## src/design/tslf_pkg.sv

```systemverilog
// Shared types and constants for the text stream line formatter.
package tslf_pkg;

    localparam int CFG_IDX_W   = 3;
    localparam int CFG_DATA_W  = 2;
    localparam int QUEUE_DEPTH = 4;

    localparam logic [CFG_IDX_W-1:0] CFG_NUMBER_MODE   = 3'd0;
    localparam logic [CFG_IDX_W-1:0] CFG_DOLLAR_EOL    = 3'd1;
    localparam logic [CFG_IDX_W-1:0] CFG_CARET_TAB     = 3'd2;
    localparam logic [CFG_IDX_W-1:0] CFG_CARET_CTRL    = 3'd3;
    localparam logic [CFG_IDX_W-1:0] CFG_SQUEEZE_BLANK = 3'd4;

    localparam logic [7:0] CH_TAB    = 8'h09;
    localparam logic [7:0] CH_NL     = 8'h0A;
    localparam logic [7:0] CH_SPACE  = 8'h20;
    localparam logic [7:0] CH_DOLLAR = 8'h24;
    localparam logic [7:0] CH_DASH   = 8'h2D;
    localparam logic [7:0] CH_ZERO   = 8'h30;
    localparam logic [7:0] CH_QMARK  = 8'h3F;
    localparam logic [7:0] CH_UPPER_I = 8'h49;
    localparam logic [7:0] CH_UPPER_M = 8'h4D;
    localparam logic [7:0] CH_CARET  = 8'h5E;
    localparam logic [7:0] CH_DEL    = 8'h7F;
    localparam logic [7:0] CH_PRINT_LO = 8'h20;
    localparam logic [7:0] CH_PRINT_HI = 8'h7E;
    localparam logic [7:0] MASK_LOW7 = 8'h7F;
    localparam logic [7:0] MASK_CTRL = 8'h40;

    typedef struct packed {
        logic [1:0] number_mode;
        logic       dollar_eol;
        logic       caret_tab;
        logic       caret_ctrl;
        logic       squeeze_blank;
    } t_cfg;

    // One classified input byte: optional number prefix and one to three body bytes.
    typedef struct packed {
        logic       num_en;
        logic [1:0] body_len;
        logic [7:0] body2;
        logic [7:0] body1;
        logic [7:0] body0;
    } t_cmd;

endpackage

```

## src/design/tslf_queue.sv

```systemverilog
// Small first-in first-out queue between front and back sections.
module tslf_queue #(
    parameter int W     = 8,
    parameter int DEPTH = 4
) (
    input  logic         i_clk,
    input  logic         i_rst_n,
    input  logic         i_push,
    input  logic [W-1:0] i_din,
    output logic         o_full,
    input  logic         i_pop,
    output logic [W-1:0] o_dout,
    output logic         o_empty
);
    localparam int PTR_W = (DEPTH > 1) ? $clog2(DEPTH) : 1;
    localparam int CNT_W = $clog2(DEPTH + 1);

    logic [W-1:0]     r_mem [DEPTH];
    logic [PTR_W-1:0] r_wr_ptr, n_wr_ptr;
    logic [PTR_W-1:0] r_rd_ptr, n_rd_ptr;
    logic [CNT_W-1:0] r_count, n_count;

    assign o_full  = (r_count == CNT_W'(DEPTH));
    assign o_empty = (r_count == '0);
    assign o_dout  = r_mem[r_rd_ptr];

    always_comb begin
        n_wr_ptr = r_wr_ptr;
        n_rd_ptr = r_rd_ptr;
        n_count  = r_count;
        if (i_push) begin
            n_wr_ptr = (r_wr_ptr == PTR_W'(DEPTH - 1)) ? '0 : r_wr_ptr + 1'b1;
        end
        if (i_pop) begin
            n_rd_ptr = (r_rd_ptr == PTR_W'(DEPTH - 1)) ? '0 : r_rd_ptr + 1'b1;
        end
        if (i_push && !i_pop) begin
            n_count = r_count + 1'b1;
        end else if (!i_push && i_pop) begin
            n_count = r_count - 1'b1;
        end
    end

    always_ff @(posedge i_clk) begin
        if (!i_rst_n) begin
            r_wr_ptr <= '0;
            r_rd_ptr <= '0;
            r_count  <= '0;
        end else begin
            r_wr_ptr <= n_wr_ptr;
            r_rd_ptr <= n_rd_ptr;
            r_count  <= n_count;
        end
    end

    always_ff @(posedge i_clk) begin
        if (i_push) begin
            r_mem[r_wr_ptr] <= i_din;
        end
    end

endmodule

```

## src/design/tslf_front.sv

```systemverilog
// Front section: accept bytes, track line state and counter, classify into commands.
module tslf_front #(
    parameter int NUMBER_DIGITS = 6
) (
    input  logic                         i_clk,
    input  logic                         i_rst_n,
    input  tslf_pkg::t_cfg               i_cfg,
    input  logic                         i_valid,
    output logic                         o_ready,
    input  logic [7:0]                   i_data_byte,
    input  logic                         i_file_start,
    input  logic                         i_q_full,
    output logic                         o_push,
    output tslf_pkg::t_cmd               o_cmd,
    output logic [4*NUMBER_DIGITS-1:0]   o_digits
);
    import tslf_pkg::*;

    localparam int CNT_W = 4 * NUMBER_DIGITS;

    logic [CNT_W-1:0] r_count, n_count;
    logic             r_at_start, n_at_start;
    logic             r_prev_empty, n_prev_empty;

    logic   accept;
    logic   start_eff;
    logic   prev_empty_eff;
    logic   squeeze;
    logic   numbering;
    logic   is_nl;
    logic   all_nine;
    logic   carry;
    logic [3:0] dig;
    logic [CNT_W-1:0] count_inc;
    t_cmd   cmd;

    assign o_ready   = !i_q_full;
    assign accept    = i_valid && o_ready;
    assign numbering = (i_cfg.number_mode != 2'd0);
    assign is_nl     = (i_data_byte == CH_NL);
    assign start_eff      = r_at_start || i_file_start;
    assign prev_empty_eff = r_at_start ? r_prev_empty : 1'b0;
    assign squeeze   = is_nl && start_eff && i_cfg.squeeze_blank && prev_empty_eff;

    // saturating BCD increment
    always_comb begin
        all_nine  = 1'b1;
        carry     = 1'b1;
        count_inc = r_count;
        for (int i = 0; i < NUMBER_DIGITS; i++) begin
            dig = r_count[4*i +: 4];
            if (dig != 4'd9) begin
                all_nine = 1'b0;
            end
            if (carry) begin
                if (dig >= 4'd9) begin
                    count_inc[4*i +: 4] = 4'd0;
                end else begin
                    count_inc[4*i +: 4] = dig + 4'd1;
                    carry = 1'b0;
                end
            end
        end
        if (all_nine) begin
            count_inc = r_count;
        end
    end

    always_comb begin
        cmd          = '0;
        n_at_start   = r_at_start;
        n_prev_empty = r_prev_empty;
        if (is_nl) begin
            cmd.num_en   = start_eff && numbering && !i_cfg.number_mode[1];
            n_prev_empty = start_eff;
            n_at_start   = 1'b1;
            if (i_cfg.dollar_eol) begin
                cmd.body_len = 2'd2;
                cmd.body0    = CH_DOLLAR;
                cmd.body1    = CH_NL;
            end else begin
                cmd.body_len = 2'd1;
                cmd.body0    = CH_NL;
            end
        end else begin
            cmd.num_en   = start_eff && numbering;
            n_at_start   = 1'b0;
            n_prev_empty = prev_empty_eff && !start_eff;
            cmd.body_len = 2'd1;
            cmd.body0    = i_data_byte;
            if (i_data_byte >= CH_PRINT_LO && i_data_byte <= CH_PRINT_HI) begin
                cmd.body0 = i_data_byte;
            end else if (i_data_byte == CH_TAB) begin
                if (i_cfg.caret_tab) begin
                    cmd.body_len = 2'd2;
                    cmd.body0    = CH_CARET;
                    cmd.body1    = CH_UPPER_I;
                end
            end else if (!i_cfg.caret_ctrl) begin
                cmd.body0 = i_data_byte;
            end else if (i_data_byte[7]) begin
                cmd.body_len = 2'd3;
                cmd.body0    = CH_UPPER_M;
                cmd.body1    = CH_DASH;
                cmd.body2    = i_data_byte & MASK_LOW7;
            end else if (i_data_byte == CH_DEL) begin
                cmd.body_len = 2'd2;
                cmd.body0    = CH_CARET;
                cmd.body1    = CH_QMARK;
            end else begin
                cmd.body_len = 2'd2;
                cmd.body0    = CH_CARET;
                cmd.body1    = (i_data_byte | MASK_CTRL) & MASK_LOW7;
            end
        end
        n_count = cmd.num_en ? count_inc : r_count;
    end

    assign o_push   = accept && !squeeze;
    assign o_cmd    = cmd;
    assign o_digits = r_count;

    always_ff @(posedge i_clk) begin
        if (!i_rst_n) begin
            r_count      <= CNT_W'(1);
            r_at_start   <= 1'b1;
            r_prev_empty <= 1'b0;
        end else if (accept && !squeeze) begin
            r_count      <= n_count;
            r_at_start   <= n_at_start;
            r_prev_empty <= n_prev_empty;
        end
    end

endmodule

```

## src/design/tslf_back.sv

```systemverilog
// Back section: expand queued commands into output bytes, one per cycle while the receiver is ready.
module tslf_back #(
    parameter int NUMBER_DIGITS = 6
) (
    input  logic                        i_clk,
    input  logic                        i_rst_n,
    input  logic                        i_q_empty,
    input  tslf_pkg::t_cmd              i_cmd,
    input  logic [4*NUMBER_DIGITS-1:0]  i_digits,
    output logic                        o_pop,
    output logic                        o_valid,
    input  logic                        i_ready,
    output logic [7:0]                  o_byte,
    output logic                        o_last
);
    import tslf_pkg::*;

    localparam int NUM_LEN = NUMBER_DIGITS + 2;
    localparam int POS_W   = $clog2(NUM_LEN + 4);
    localparam int DIG_W   = (NUMBER_DIGITS > 1) ? $clog2(NUMBER_DIGITS) : 1;

    logic [POS_W-1:0] r_pos, n_pos;
    logic             r_valid;
    logic [7:0]       r_byte;
    logic             r_last;

    logic [7:0]       dig_char [NUMBER_DIGITS];
    logic             zero_above;
    logic [3:0]       dig;
    logic [POS_W-1:0] total;
    logic [POS_W-1:0] body_pos;
    logic [DIG_W-1:0] dig_sel;
    logic             load;
    logic             last;
    logic [7:0]       cur_byte;

    // digit characters with leading zeros shown as spaces
    always_comb begin
        zero_above = 1'b1;
        for (int i = NUMBER_DIGITS - 1; i >= 0; i--) begin
            dig = i_digits[4*i +: 4];
            if (dig > 4'd9) begin
                dig = 4'd9;
            end
            if (zero_above && dig == 4'd0 && i != 0) begin
                dig_char[i] = CH_SPACE;
            end else begin
                dig_char[i] = CH_ZERO + {4'd0, dig};
            end
            zero_above = zero_above && (dig == 4'd0);
        end
    end

    always_comb begin
        total    = i_cmd.num_en ? POS_W'(NUM_LEN) + POS_W'(i_cmd.body_len)
                                : POS_W'(i_cmd.body_len);
        body_pos = i_cmd.num_en ? r_pos - POS_W'(NUM_LEN) : r_pos;
        dig_sel  = DIG_W'(POS_W'(NUMBER_DIGITS - 1) - r_pos);
        last     = (r_pos == total - 1'b1);
        if (i_cmd.num_en && r_pos < POS_W'(NUMBER_DIGITS)) begin
            cur_byte = dig_char[dig_sel];
        end else if (i_cmd.num_en && r_pos < POS_W'(NUM_LEN)) begin
            cur_byte = CH_SPACE;
        end else begin
            case (body_pos[1:0])
                2'd0:    cur_byte = i_cmd.body0;
                2'd1:    cur_byte = i_cmd.body1;
                default: cur_byte = i_cmd.body2;
            endcase
        end
    end

    assign load  = !i_q_empty && (!r_valid || i_ready);
    assign o_pop = load && last;
    assign n_pos = (load && last) ? '0 : (load ? r_pos + 1'b1 : r_pos);

    always_ff @(posedge i_clk) begin
        if (!i_rst_n) begin
            r_pos   <= '0;
            r_valid <= 1'b0;
        end else begin
            r_pos <= n_pos;
            if (load) begin
                r_valid <= 1'b1;
            end else if (i_ready) begin
                r_valid <= 1'b0;
            end
        end
    end

    always_ff @(posedge i_clk) begin
        if (load) begin
            r_byte <= cur_byte;
            r_last <= last;
        end
    end

    assign o_valid = r_valid;
    assign o_byte  = r_byte;
    assign o_last  = r_last;

endmodule

```

## src/design/text_stream_line_formatter_unit.sv

```systemverilog
// Top level of the text stream line formatter: configuration registers and section wiring.
//
//  channel   | dir | handshake           | payload
//  ----------+-----+---------------------+------------------------------------------
//  s stream  | in  | i_s_tvalid/o_s_tready | tdata: data_byte[7:0]; tuser: file_start
//  m stream  | out | o_m_tvalid/i_m_tready | tdata: out_byte[7:0]; tlast: last_of_run
//  cfg write | in  | i_cfg_we            | i_cfg_idx register index, i_cfg_wdata value
//
//  One output byte leaves per cycle while the receiver is ready; an input byte yields
//  1 to NUMBER_DIGITS+5 output bytes, set by the back section's byte sequencer.
//  Input bytes enter at one per cycle while the command queue has room.
//  A squeezed newline is accepted but produces nothing.
//  Reset is synchronous, active low, and clears configuration, line state and queue.
module text_stream_line_formatter_unit #(
    parameter int NUMBER_DIGITS = 6
) (
    input  logic                               i_clk,
    input  logic                               i_rst_n,
    input  logic                               i_s_tvalid,
    output logic                               o_s_tready,
    input  logic [7:0]                         i_s_tdata,   // data_byte[7:0]
    input  logic                               i_s_tuser,   // file_start
    output logic                               o_m_tvalid,
    input  logic                               i_m_tready,
    output logic [7:0]                         o_m_tdata,   // out_byte[7:0]
    output logic                               o_m_tlast,
    input  logic                               i_cfg_we,
    input  logic [tslf_pkg::CFG_IDX_W-1:0]     i_cfg_idx,
    input  logic [tslf_pkg::CFG_DATA_W-1:0]    i_cfg_wdata
);
    import tslf_pkg::*;

    localparam int CMD_W = $bits(t_cmd);
    localparam int DIG_BITS = 4 * NUMBER_DIGITS;
    localparam int Q_W = CMD_W + DIG_BITS;

    t_cfg                r_cfg;
    logic                q_full;
    logic                q_empty;
    logic                push;
    logic                pop;
    t_cmd                front_cmd;
    logic [DIG_BITS-1:0] front_digits;
    logic [Q_W-1:0]      q_dout;
    t_cmd                back_cmd;
    logic [DIG_BITS-1:0] back_digits;

    always_ff @(posedge i_clk) begin
        if (!i_rst_n) begin
            r_cfg <= '0;
        end else if (i_cfg_we) begin
            unique case (i_cfg_idx)
                CFG_NUMBER_MODE:   r_cfg.number_mode   <= i_cfg_wdata[1:0];
                CFG_DOLLAR_EOL:    r_cfg.dollar_eol    <= i_cfg_wdata[0];
                CFG_CARET_TAB:     r_cfg.caret_tab     <= i_cfg_wdata[0];
                CFG_CARET_CTRL:    r_cfg.caret_ctrl    <= i_cfg_wdata[0];
                CFG_SQUEEZE_BLANK: r_cfg.squeeze_blank <= i_cfg_wdata[0];
                default: ;
            endcase
        end
    end

    tslf_front #(
        .NUMBER_DIGITS (NUMBER_DIGITS)
    ) u_front (
        .i_clk        (i_clk),
        .i_rst_n      (i_rst_n),
        .i_cfg        (r_cfg),
        .i_valid      (i_s_tvalid),
        .o_ready      (o_s_tready),
        .i_data_byte  (i_s_tdata),
        .i_file_start (i_s_tuser),
        .i_q_full     (q_full),
        .o_push       (push),
        .o_cmd        (front_cmd),
        .o_digits     (front_digits)
    );

    tslf_queue #(
        .W     (Q_W),
        .DEPTH (QUEUE_DEPTH)
    ) u_queue (
        .i_clk   (i_clk),
        .i_rst_n (i_rst_n),
        .i_push  (push),
        .i_din   ({front_digits, front_cmd}),
        .o_full  (q_full),
        .i_pop   (pop),
        .o_dout  (q_dout),
        .o_empty (q_empty)
    );

    assign back_cmd    = q_dout[CMD_W-1:0];
    assign back_digits = q_dout[Q_W-1:CMD_W];

    tslf_back #(
        .NUMBER_DIGITS (NUMBER_DIGITS)
    ) u_back (
        .i_clk     (i_clk),
        .i_rst_n   (i_rst_n),
        .i_q_empty (q_empty),
        .i_cmd     (back_cmd),
        .i_digits  (back_digits),
        .o_pop     (pop),
        .o_valid   (o_m_tvalid),
        .i_ready   (i_m_tready),
        .o_byte    (o_m_tdata),
        .o_last    (o_m_tlast)
    );

endmodule
```

## config.mk

```make
export PLATFORM = sky130hd
export DESIGN_NAME = text_stream_line_formatter_unit
export DESIGN_NICKNAME = d
export VERILOG_FILES = /design/src/design/tslf_pkg.sv /design/src/design/tslf_queue.sv /design/src/design/tslf_front.sv /design/src/design/tslf_back.sv /design/src/design/text_stream_line_formatter_unit.sv
export SDC_FILE = /design/constraint.sdc
export NUM_CORES = 1
export LEC_CHECK = 0
export BUFFER_PORTS_ARGS = -buffer_cell sky130_fd_sc_hd__buf_2
export CAP_MARGIN = 30
export CORE_UTILIZATION = 56
export DETAILED_ROUTE_END_ITERATION = 6
export GPL_TIMING_DRIVEN = 0
export PLACE_DENSITY = 0.78
export REMOVE_ABC_BUFFERS = 1
export SYNTH_ARGS = -nofsm -noshare
export SYNTH_HDL_FRONTEND = slang
export SYNTH_HIERARCHICAL = 1
export SYNTH_SLANG_ARGS = --single-unit
export TNS_END_PERCENT = 1
```

## constraint.sdc

```tcl
create_clock -name i_clk -period 3.1 [get_ports i_clk]
set_input_delay 0.775 -clock i_clk [delete_from_list [all_inputs] [get_ports i_clk]]
set_output_delay 0.775 -clock i_clk [all_outputs]
set_load 0.02 [all_outputs]
```

# == Word level (Yosys, flattened, before mapping) ==
# Memory sizes are Yosys's and may differ from the RTL's. A register that Yosys moved wholly into a read port is not among the register bits.
# Index checks and enable logic that the tools add are counted.
# totals
regBits,53
latchBits,0
ramBits,204
rom_bits,0
inputBits,19
out_inout_bits,11
n_memories,1
# classes
add_sub_neg,21
n_mul,0
n_div,0
order_cmp,17
n_eq_ne,18
shift,0
n_mux,76
bitwise,3
reduce_logical,52
# memory_table
memory,depth,width,rd,rd_ports_with_merged_regs,write_ports,line,rtl
u_queue.r_mem,4,51,1,1,1,tslf_queue.sv:18,logic [W-1:0] r_mem [DEPTH];
# op_table
operator,count
$mux 16,7
$mux 8,11
$mux 4,14
$add 6x4->7 const A,6
$mux 18,2
$mux 15,2
$add 4x1->4 const B,7
$ge 4x4->1 const B,7
$bmux 8 s3,1
$gt 4x4->1 const B,6
$ne 4x4->1 const B,6
$mux 1,23
$mux 7,3
$logic_not 4->1,5
$reduce_and 4->1,5
$logic_and 1x1->1,19
$eq 8x4->1 const B,2
$mux 2,8
$pmux 8 s2,1
$reduce_and 2->1,5
$mux 3,3
$eq 8x7->1 const B,1
$ge 8x6->1 const B,1
$le 8x7->1 const B,1
25 further kinds,41

# == Logic depth before layout (Yosys ltp) ==
# Gate-level depths: netlist of run 1.
# logic_depth
word_depth,12
mapped_depth,15
ltp_nobuf,13

# == Hierarchy ==
# The synthesis of run 1 kept the hierarchy.
# modules_own_cells
module,n_inst,cells_per_inst,area_each_um2
tslf_queue,1,311,7876.3
tslf_front,1,247,2029.4
tslf_back,1,131,1129.8
text_stream_line_formatter_unit,1,26,285.3

# == Worst setup path after synthesis of run 1 ==
# OpenSTA, ideal clock, no wires.
# synth_path
path_type,input to register
startpoint,in i_s_tdata[0]
endpoint,"mem u_queue/r_mem[0][0] (netlist bit), enable pin"
setup_time_ns,0.414
arrival_time_ns,2.914
slack_ns,-0.228
stages,4
path_buffers,1
cell_sequence,clkbuf_1 -> nor4_1 -> a41oi_1 -> and2_1
# synth_between
elab_chain_cells,8
# synth_rtl
element,line,rtl
"start, declared",text_stream_line_formatter_unit.sv:21,"input logic [7:0] i_s_tdata,"
$eq 8x4->1,tslf_front.sv:40,assign is_nl = (i_data_byte == CH_NL);
$logic_and 1x1->1 (3 in a row),tslf_front.sv:43,assign squeeze = is_nl && start_eff && i_cfg.squeeze_blank && prev_empty_eff;
$logic_not 1->1,tslf_front.sv:119,assign o_push = accept && !squeeze;
$logic_and 1x1->1,tslf_front.sv:119,
named net push,text_stream_line_formatter_unit.sv:40,logic push;
$mux 1,tslf_queue.sv:57,if (i_push) begin
$mux 1 (implied by the code),tslf_queue.sv:58,r_mem[r_wr_ptr] <= i_din;
"end, declared",tslf_queue.sv:18,
# The timed path passes the listed nets, and every way through them passes these cells.

==> results of run 1 <==
power groups by stage:
stage | registers [W] | clock network (W) | logic, W
2_1_floorplan | 0.00461 | 0 | 0.00138
4_1_cts | 0.00436 | 0.00318 | 0.00256
6_report | 0.00437 | 0.00315 | 0.00262
5_1_grt | 0.00441 | 0.00331 | 0.00278
3_5_place_dp | 0.00451 | 0 | 0.00217
3_3_place_gp | 0.00461 | 0 | 0.00197
placed cells by master (no fill, tap or decap), types with 10 or more instances in the layout:
cell       netlist  layout
edfxtp_1       213     213
mux4_2          51      51
dfxtp_1         46      44
nor2_1          37      36
nand2_1         35      34
buf_2            9      29
inv_1           32      28
ha_1            29      27
clkbuf_16        0      25
o21ai_0         20      20
nand3_1         17      17
a21oi_1         16      16
mux2i_1         16      15
buf_4            2      15
nor2b_1         10      10
worst register-to-register path: cells and delay by family (launching register included):
kind,cells,cell delay (ns)
XOR/XNOR,2,0.23
AO/OA/AOI/OAI,1,0.13
flip-flops,1,0.40
adder cells (fa/ha/maj),3,0.59
buffers and inverters,3,0.27
multiplexers,1,0.52
AND/OR/NAND/NOR,3,0.86
area by class of cell:
type,count,area share
inverters,32,0.009359
repair buffers,55,0.03578
clock inverters,13,0.01453
well taps,265,0.02583
clock buffers,32,0.05235
flip-flops and latches,259,0.5707
multi-input cells,397,0.2915
kinds of logic (layout without fill, tap and decap cells):
kind of cell | Yosys count | after routing
and+or+nand+nor | 173 | 173
DFF | 259 | 259
adders and majority gates | 30 | 30
buffers and inverters | 60 | 132
AOI/OAI and AO/OA | 114 | 114
xor gates and xnor gates | 9 | 9
muxes | 69 | 69
other | 1 | 2
routing by layer:
metal  track usage  vias up  part of all wire
met5             0        -                 0
met4       0.07147        0             0.022
met3       0.02815       53             0.069
met2        0.4193      346              0.52
met1        0.3143     3459              0.39
li1              -     2927                 -
Yosys cell counts, types with 3 or more instances:
master    instances  area, µm²
a221oi_1          5      43.79
inv_1            32      120.1
nand2b_1          7      43.79
buf_2             9      45.04
buf_12            6      120.1
nand4b_1          3      26.28
clkbuf_1          7      26.28
ha_1             29      362.9
o211a_1           3      30.03
mux2i_1          16      160.2
nand4_1           5      31.28
nor2_1           37      138.9
a21oi_1          16      80.08
a21boi_2          3      33.78
and3_1            5      31.28
o211ai_1          6      45.04
nor4_1            7      43.79
o21ai_0          20      100.1
and2_1            8      50.05
nand3_1          17      85.08
a22o_1            7      61.31
edfxtp_1        213       6396
xnor2_1           6      52.55
o31ai_1           8      60.06
xor2_1            3      26.28
a21boi_0          5      37.54
nor3_1            9      45.04
nand2_1          35      131.4
a41oi_1           3      26.28
o21a_1            4      30.03
mux4_2           51       1149
a22oi_1           4      30.03
dfxtp_1          46      920.9
nor2b_1          10      62.56
or2_2             3      18.77
timing repair:
action / CTS / global route
setup buffers: 15 / 3
hold endpoints to repair: 0 / 0
pin swaps: 1 / 7
endpoints found under the setup margin: 117 / 111
resized for setup: 11 / 11
cloned: 1 / 0
how the worst max path moves through the flow:
stage / cells past startpoint / from / to / slack, ns
after floorplan: 13 / flip-flop / u_queue/r_count[2]$_SDFFE_PN0P_ / -1.77
after CTS: 16 / flip-flop / flip-flop / 0.02
after detailed placement: 14 / flip-flop / u_queue/r_count[2]$_SDFFE_PN0P_ / -1.07
after global routing: 13 / flip-flop / u_queue/r_count[2]$_SDFFE_PN0P_ / -0.06
final: 13 / flip-flop / u_queue/r_count[2]$_SDFFE_PN0P_ / 0.03
after global placement: 13 / flip-flop / u_queue/r_count[2]$_SDFFE_PN0P_ / -3.00
per-stage QoR:
step           utilization  instances
2_1_floorplan            -        688
3_3_place_gp        0.5884        982
3_5_place_dp        0.5954        988
4_1_cts             0.6502       1049
5_1_grt             0.6530       1053
6_report            0.6530       1053
flip-flops by register name, indices dropped and copies added, names as in the netlist, named ones only:
name,count
u_back/o_last,1
u_queue/r_count,3
u_back/r_pos,4
u_back/o_valid,1
r_cfg,6
u_back/o_byte,8
u_front/r_at_start,1
u_queue/r_wr_ptr,2
u_front/r_prev_empty,1
u_queue/r_mem,204
u_front/o_digits,24
u_queue/r_rd_ptr,2
==> impl_metrics.env, run 1 <==
export IMPL_postCtsHoldBufs=0
export IMPL_power_density_mw_per_mm2=790.0
export IMPL_grt_pass1_wl_um=37070
export IMPL_vias=6785
export IMPL_clock_skew_ns=0.01022
export IMPL_cts_sinks=259
export IMPL_p_int_w=0.007323
export IMPL_antenna_found_initial=0
export IMPL_core_mm2=0.01965
export IMPL_placed_area_mm2=0.01170
export IMPL_min_from="r_cfg[4]$_SDFFE_PN0P_"
export IMPL_htree_levels=1
export IMPL_path_buf_inv=3
export IMPL_fp_dieW_um=144.2
export IMPL_grt_max_degree=55
export IMPL_drc=0
export IMPL_synth_avg_cell_area_um2=15.83
export IMPL_worst_pin_slew_ns=0.9843
export IMPL_combPwrFrac=0.258
export IMPL_hold_viol=0
export IMPL_routed_via_density=6.443
export IMPL_wirelength_um=24010
export IMPL_critPathRequiredTime_ns=3.54
export IMPL_synthAdderAreaFrac=0.03382
export IMPL_initial_utilization=0.5760
export IMPL_ios=30
export IMPL_slowest_delay_ns=0.52
export IMPL_synth_edff_count=213
export IMPL_p_sw_frac=0.2777
export IMPL_grt_use_total=0.2392
export IMPL_switchingPower_w=0.002816
export IMPL_hold_path_class="flip-flop to flip-flop"
export IMPL_p_leak_nw=4.395
export IMPL_path_clk_slew_ns=0.06
export IMPL_fmax_mhz=325.8
export IMPL_cap_violations=0
export IMPL_first_global_vias=6766
export IMPL_ant_nets=0
export IMPL_clockRootBuffer="clkbuf_16"
export IMPL_path_class="flip-flop to flip-flop"
export IMPL_drv_slew=0
export IMPL_finalNetCount=819
export IMPL_critPathSlowestCell="mux4_2"
export IMPL_worstSkewPairLatency_ns=0.52
export IMPL_synth_seq_area_share=0.6463
export IMPL_synth_main_ff_cell="edfxtp_1"
export IMPL_reg2reg_depth=13
export IMPL_finalCriticalPeriod_ns=3.070
export IMPL_post_dp_hpwl_um=14780
export IMPL_cts_max_path_buffers=3
export IMPL_ir_worst_vdd_v=0.0003534
export IMPL_async_flop_share=0
export IMPL_hold_depth=2
export IMPL_routedWlPerCell_um=22.80
export IMPL_io_buffers=29
export IMPL_final_setup_worst_slack_ns=0.03038
export IMPL_slew_headroom=0.3438
export IMPL_netlist_instances=715
export IMPL_synth_compound_gate_area_share=0.07449
export IMPL_syn_area_mm2=0.01132
export IMPL_die_h_um=144.2
export IMPL_grt_overflow_total=0
export IMPL_yosys_warnings=6
export IMPL_ys_seq_elements=259
export IMPL_seqCellArea_mm2=0.007325
export IMPL_finalPower_w=0.01014
export IMPL_synth_cell_types=83
export IMPL_yosys_area_share_xor_xnor=0.006963
export IMPL_n_antenna_cell=0
export IMPL_initialDrtViolationCount=674
export IMPL_area_growth_pct=13.37
export IMPL_fin_crit_sh=0.9902
export IMPL_cp_arrival_ns=3.51
export IMPL_finalSetupTns_ns=0
export IMPL_rsz0062_at_grt="yes"
export IMPL_dieArea_mm2=0.02079
export IMPL_synth_top_family_by_area="multiplexers"
export IMPL_drive_gt1_frac=0.2437
export IMPL_cp_end_kind="flip-flop"
export IMPL_hold_end="r_cfg[4]$_SDFFE_PN0P_"
export IMPL_post_place_ws_ns=-1.069
export IMPL_timing_hold_ws_ns=0.4732
export IMPL_multi_input_area_mm2=0.003741
export IMPL_drtPass1Iterations=6
export IMPL_worstPathMaxFanout=6
export IMPL_cts_tree="built"
export IMPL_finalSetupViolations=0
export IMPL_crit_chain="mux4_2 > inv_2 > ha_4 > xor2_2 > nand2_2 > nor4_4 > inv_2 > ha_4 > inv_2 > fa_2 > xor2_1 > or3_1 > a21boi_1"
export IMPL_fillers=1344
export IMPL_synth_mux_area_frac=0.1189
export IMPL_cts_buffers_inserted=25
export IMPL_rows=51
export IMPL_crit_path_frequent_cell="inv_2"
export IMPL_design_area_mm2=0.01283
export IMPL_status="finished, final reports clean"
export IMPL_startpoint_type="flip-flop"
export IMPL_p_seq_frac=0.431
export IMPL_r2r_end="u_queue/r_count[2]$_SDFFE_PN0P_"
export IMPL_clockPowerShare=0.311
export IMPL_regToRegSetupSlack_ns=0.03
export IMPL_synthSimpleGateAreaFrac=0.08764
export IMPL_crit_family="simple AND/OR/NAND/NOR gates"
export IMPL_gp_congestion=0.8833
Power figures use the tool's default switching activity.
==> run 2: changes to the inputs <==
- MAX_ROUTING_LAYER: default -> met4
==> run 2 against run 1 <==
Worst setup slack worse by 0.014 ns. Cell count unchanged. Clock power about the same. Critical path type unchanged.
==> impl_metrics.env, run 2 (synthesized netlist as in run 1, its figures left out) <==
export IMPL_status="finished, final reports clean"
export IMPL_rows=51
export IMPL_io_buffers=29
export IMPL_fillers=1344
export IMPL_critPathSlowestCell="mux4_2"
export IMPL_p_sw_frac=0.2788
export IMPL_clockRootBuffer="clkbuf_16"
export IMPL_design_area_mm2=0.01285
export IMPL_clock_skew_ns=0.01271
export IMPL_cts_max_path_buffers=3
export IMPL_n_antenna_cell=0
export IMPL_worst_pin_slew_ns=0.9757
export IMPL_finalSetupViolations=0
export IMPL_post_dp_hpwl_um=14780
export IMPL_final_cell_mix="213 x edfxtp_1, 51 x mux4_2, 44 x dfxtp_1, 36 x nor2_1, 34 x nand2_1"
export IMPL_slowest_delay_ns=0.53
export IMPL_area_growth_pct=13.49
export IMPL_fmax_mhz=324.3
export IMPL_hold_path_class="flip-flop to flip-flop"
export IMPL_combPwrFrac=0.258
export IMPL_die_h_um=144.2
export IMPL_cp_end_kind="flip-flop"
export IMPL_initialDrtViolationCount=730
export IMPL_power_density_mw_per_mm2=789.9
export IMPL_crit_chain="mux4_2 > inv_2 > ha_4 > xor2_2 > nand2_2 > nor4_4 > inv_2 > ha_4 > inv_2 > fa_2 > xor2_1 > or3_1 > a21boi_1"
export IMPL_routedWlPerCell_um=23.01
export IMPL_dieArea_mm2=0.02079
export IMPL_timing_hold_ws_ns=0.4746
export IMPL_regMostFlops="u_queue/r_mem"
export IMPL_clockPowerShare=0.311
export IMPL_first_global_vias=6720
export IMPL_final_common_cell="edfxtp_1"
export IMPL_ir_worst_vdd_v=0.0003599
export IMPL_finalNetCount=819
export IMPL_core_mm2=0.01965
export IMPL_fin_crit_sh=0.9947
export IMPL_slew_headroom=0.3495
export IMPL_initial_utilization=0.5760
export IMPL_path_class="flip-flop to flip-flop"
export IMPL_cap_violations=0
export IMPL_wirelength_um=24230
export IMPL_grt_pass1_wl_um=37110
export IMPL_cts_tree="built"
export IMPL_ant_nets=0
export IMPL_worstSkewPairLatency_ns=0.52
export IMPL_p_leak_nw=4.399
export IMPL_finalCriticalPeriod_ns=3.084
export IMPL_switchingPower_w=0.002829
export IMPL_largest_reg_flops=204
export IMPL_critPathRequiredTime_ns=3.54
export IMPL_finalSetupTns_ns=0
export IMPL_drtPass1Iterations=5
export IMPL_rsz0062_at_grt="yes"
export IMPL_cts_sinks=259
export IMPL_grt_overflow_total=0
export IMPL_p_seq_frac=0.431
export IMPL_path_clk_slew_ns=0.06
export IMPL_crit_path_frequent_cell="inv_2"
export IMPL_p_int_w=0.007319
export IMPL_startpoint_type="flip-flop"
export IMPL_ios=30
export IMPL_placed_area_mm2=0.01170
export IMPL_drv_slew=0
export IMPL_cp_arrival_ns=3.53
export IMPL_hold_viol=0
export IMPL_grt_use_total=0.2468
export IMPL_worstPathMaxFanout=6
export IMPL_antenna_found_initial=0
export IMPL_fp_dieW_um=144.2
export IMPL_drc=0
export IMPL_htree_levels=1
export IMPL_vias=6734
export IMPL_routed_via_density=6.395
export IMPL_cts_buffers_inserted=25
export IMPL_postCtsHoldBufs=0
export IMPL_drive_gt1_frac=0.2437
export IMPL_gp_congestion=0.8980
export IMPL_grt_max_degree=55
==> run 2: metal layers <==
layer  up-vias  global-route usage  part of all wire
met4         0             0.07368             0.022
met2       323              0.4152              0.51
met3        48             0.02815             0.069
li1       2930                   -                 -
met1      3433              0.3180              0.40
met5         -                   -                 0
==> run 2: layout make-up <==
cell class / instances / area [µm²] / area share
inverters: 32 / 120.1 / 0.009348
multi-input cells: 397 / 3741 / 0.2912
well taps: 265 / 331.6 / 0.02581
clock buffers: 32 / 671.9 / 0.05229
flip-flops and latches: 259 / 7325 / 0.5701
repair buffers: 55 / 473.0 / 0.03681
clock inverters: 13 / 186.4 / 0.01451
==> run 2: what timing repair did <==
item | 4_1_cts | 5_1_grt
setup endpoints to repair | 117 | 111
resized for setup | 11 | 10
buffers inserted | 15 | 3
pin swaps | 1 | 7
cloned | 1 | 1
==> run 2: worst paths after layout <==
path,cells past startpoint,from,endpoint,slack (ns)
worst max-delay path,13,flip-flop,u_queue/r_count[2]$_SDFFE_PN0P_,0.02
worst min-delay path,2,r_cfg[4]$_SDFFE_PN0P_,r_cfg[4]$_SDFFE_PN0P_,0.47
worst max register to register,13,flip-flop,u_queue/r_count[2]$_SDFFE_PN0P_,0.02
worst min register to register,2,r_cfg[4]$_SDFFE_PN0P_,r_cfg[4]$_SDFFE_PN0P_,0.47
==> run 2: power by group through the flow <==
stage,combinational [W],clock (W),sequential (W)
floorplan,0.00138,0,0.00461
CTS,0.00256,0.00318,0.00436
global placement,0.00197,0,0.00461
global route,0.00278,0.00331,0.00441
detailed placement,0.00217,0,0.00451
finish,0.00262,0.00316,0.00437
==> run 2: critical path, delay by kind of cell (launching register included) <==
| family | cells | cell delay, ns |
|---|---|---|
| simple gates | 3 | 0.86 |
| buf+inv | 3 | 0.26 |
| fa+ha+maj | 3 | 0.59 |
| flops | 1 | 0.40 |
| mux | 1 | 0.53 |
| compound gates | 1 | 0.13 |
| xor+xnor | 2 | 0.24 |
==> run 2: through the flow <==
step           total power [W]  setup WS [ns]  cells    util
3_5_place_dp          0.006682         -1.069    988  0.5954
6_report               0.01015        0.01630   1053  0.6537
3_3_place_gp          0.006581         -2.996    982  0.5884
5_1_grt                0.01050       -0.06285   1053  0.6537
2_1_floorplan         0.005989         -1.767    688       -
4_1_cts                0.01009        0.02471   1049  0.6502
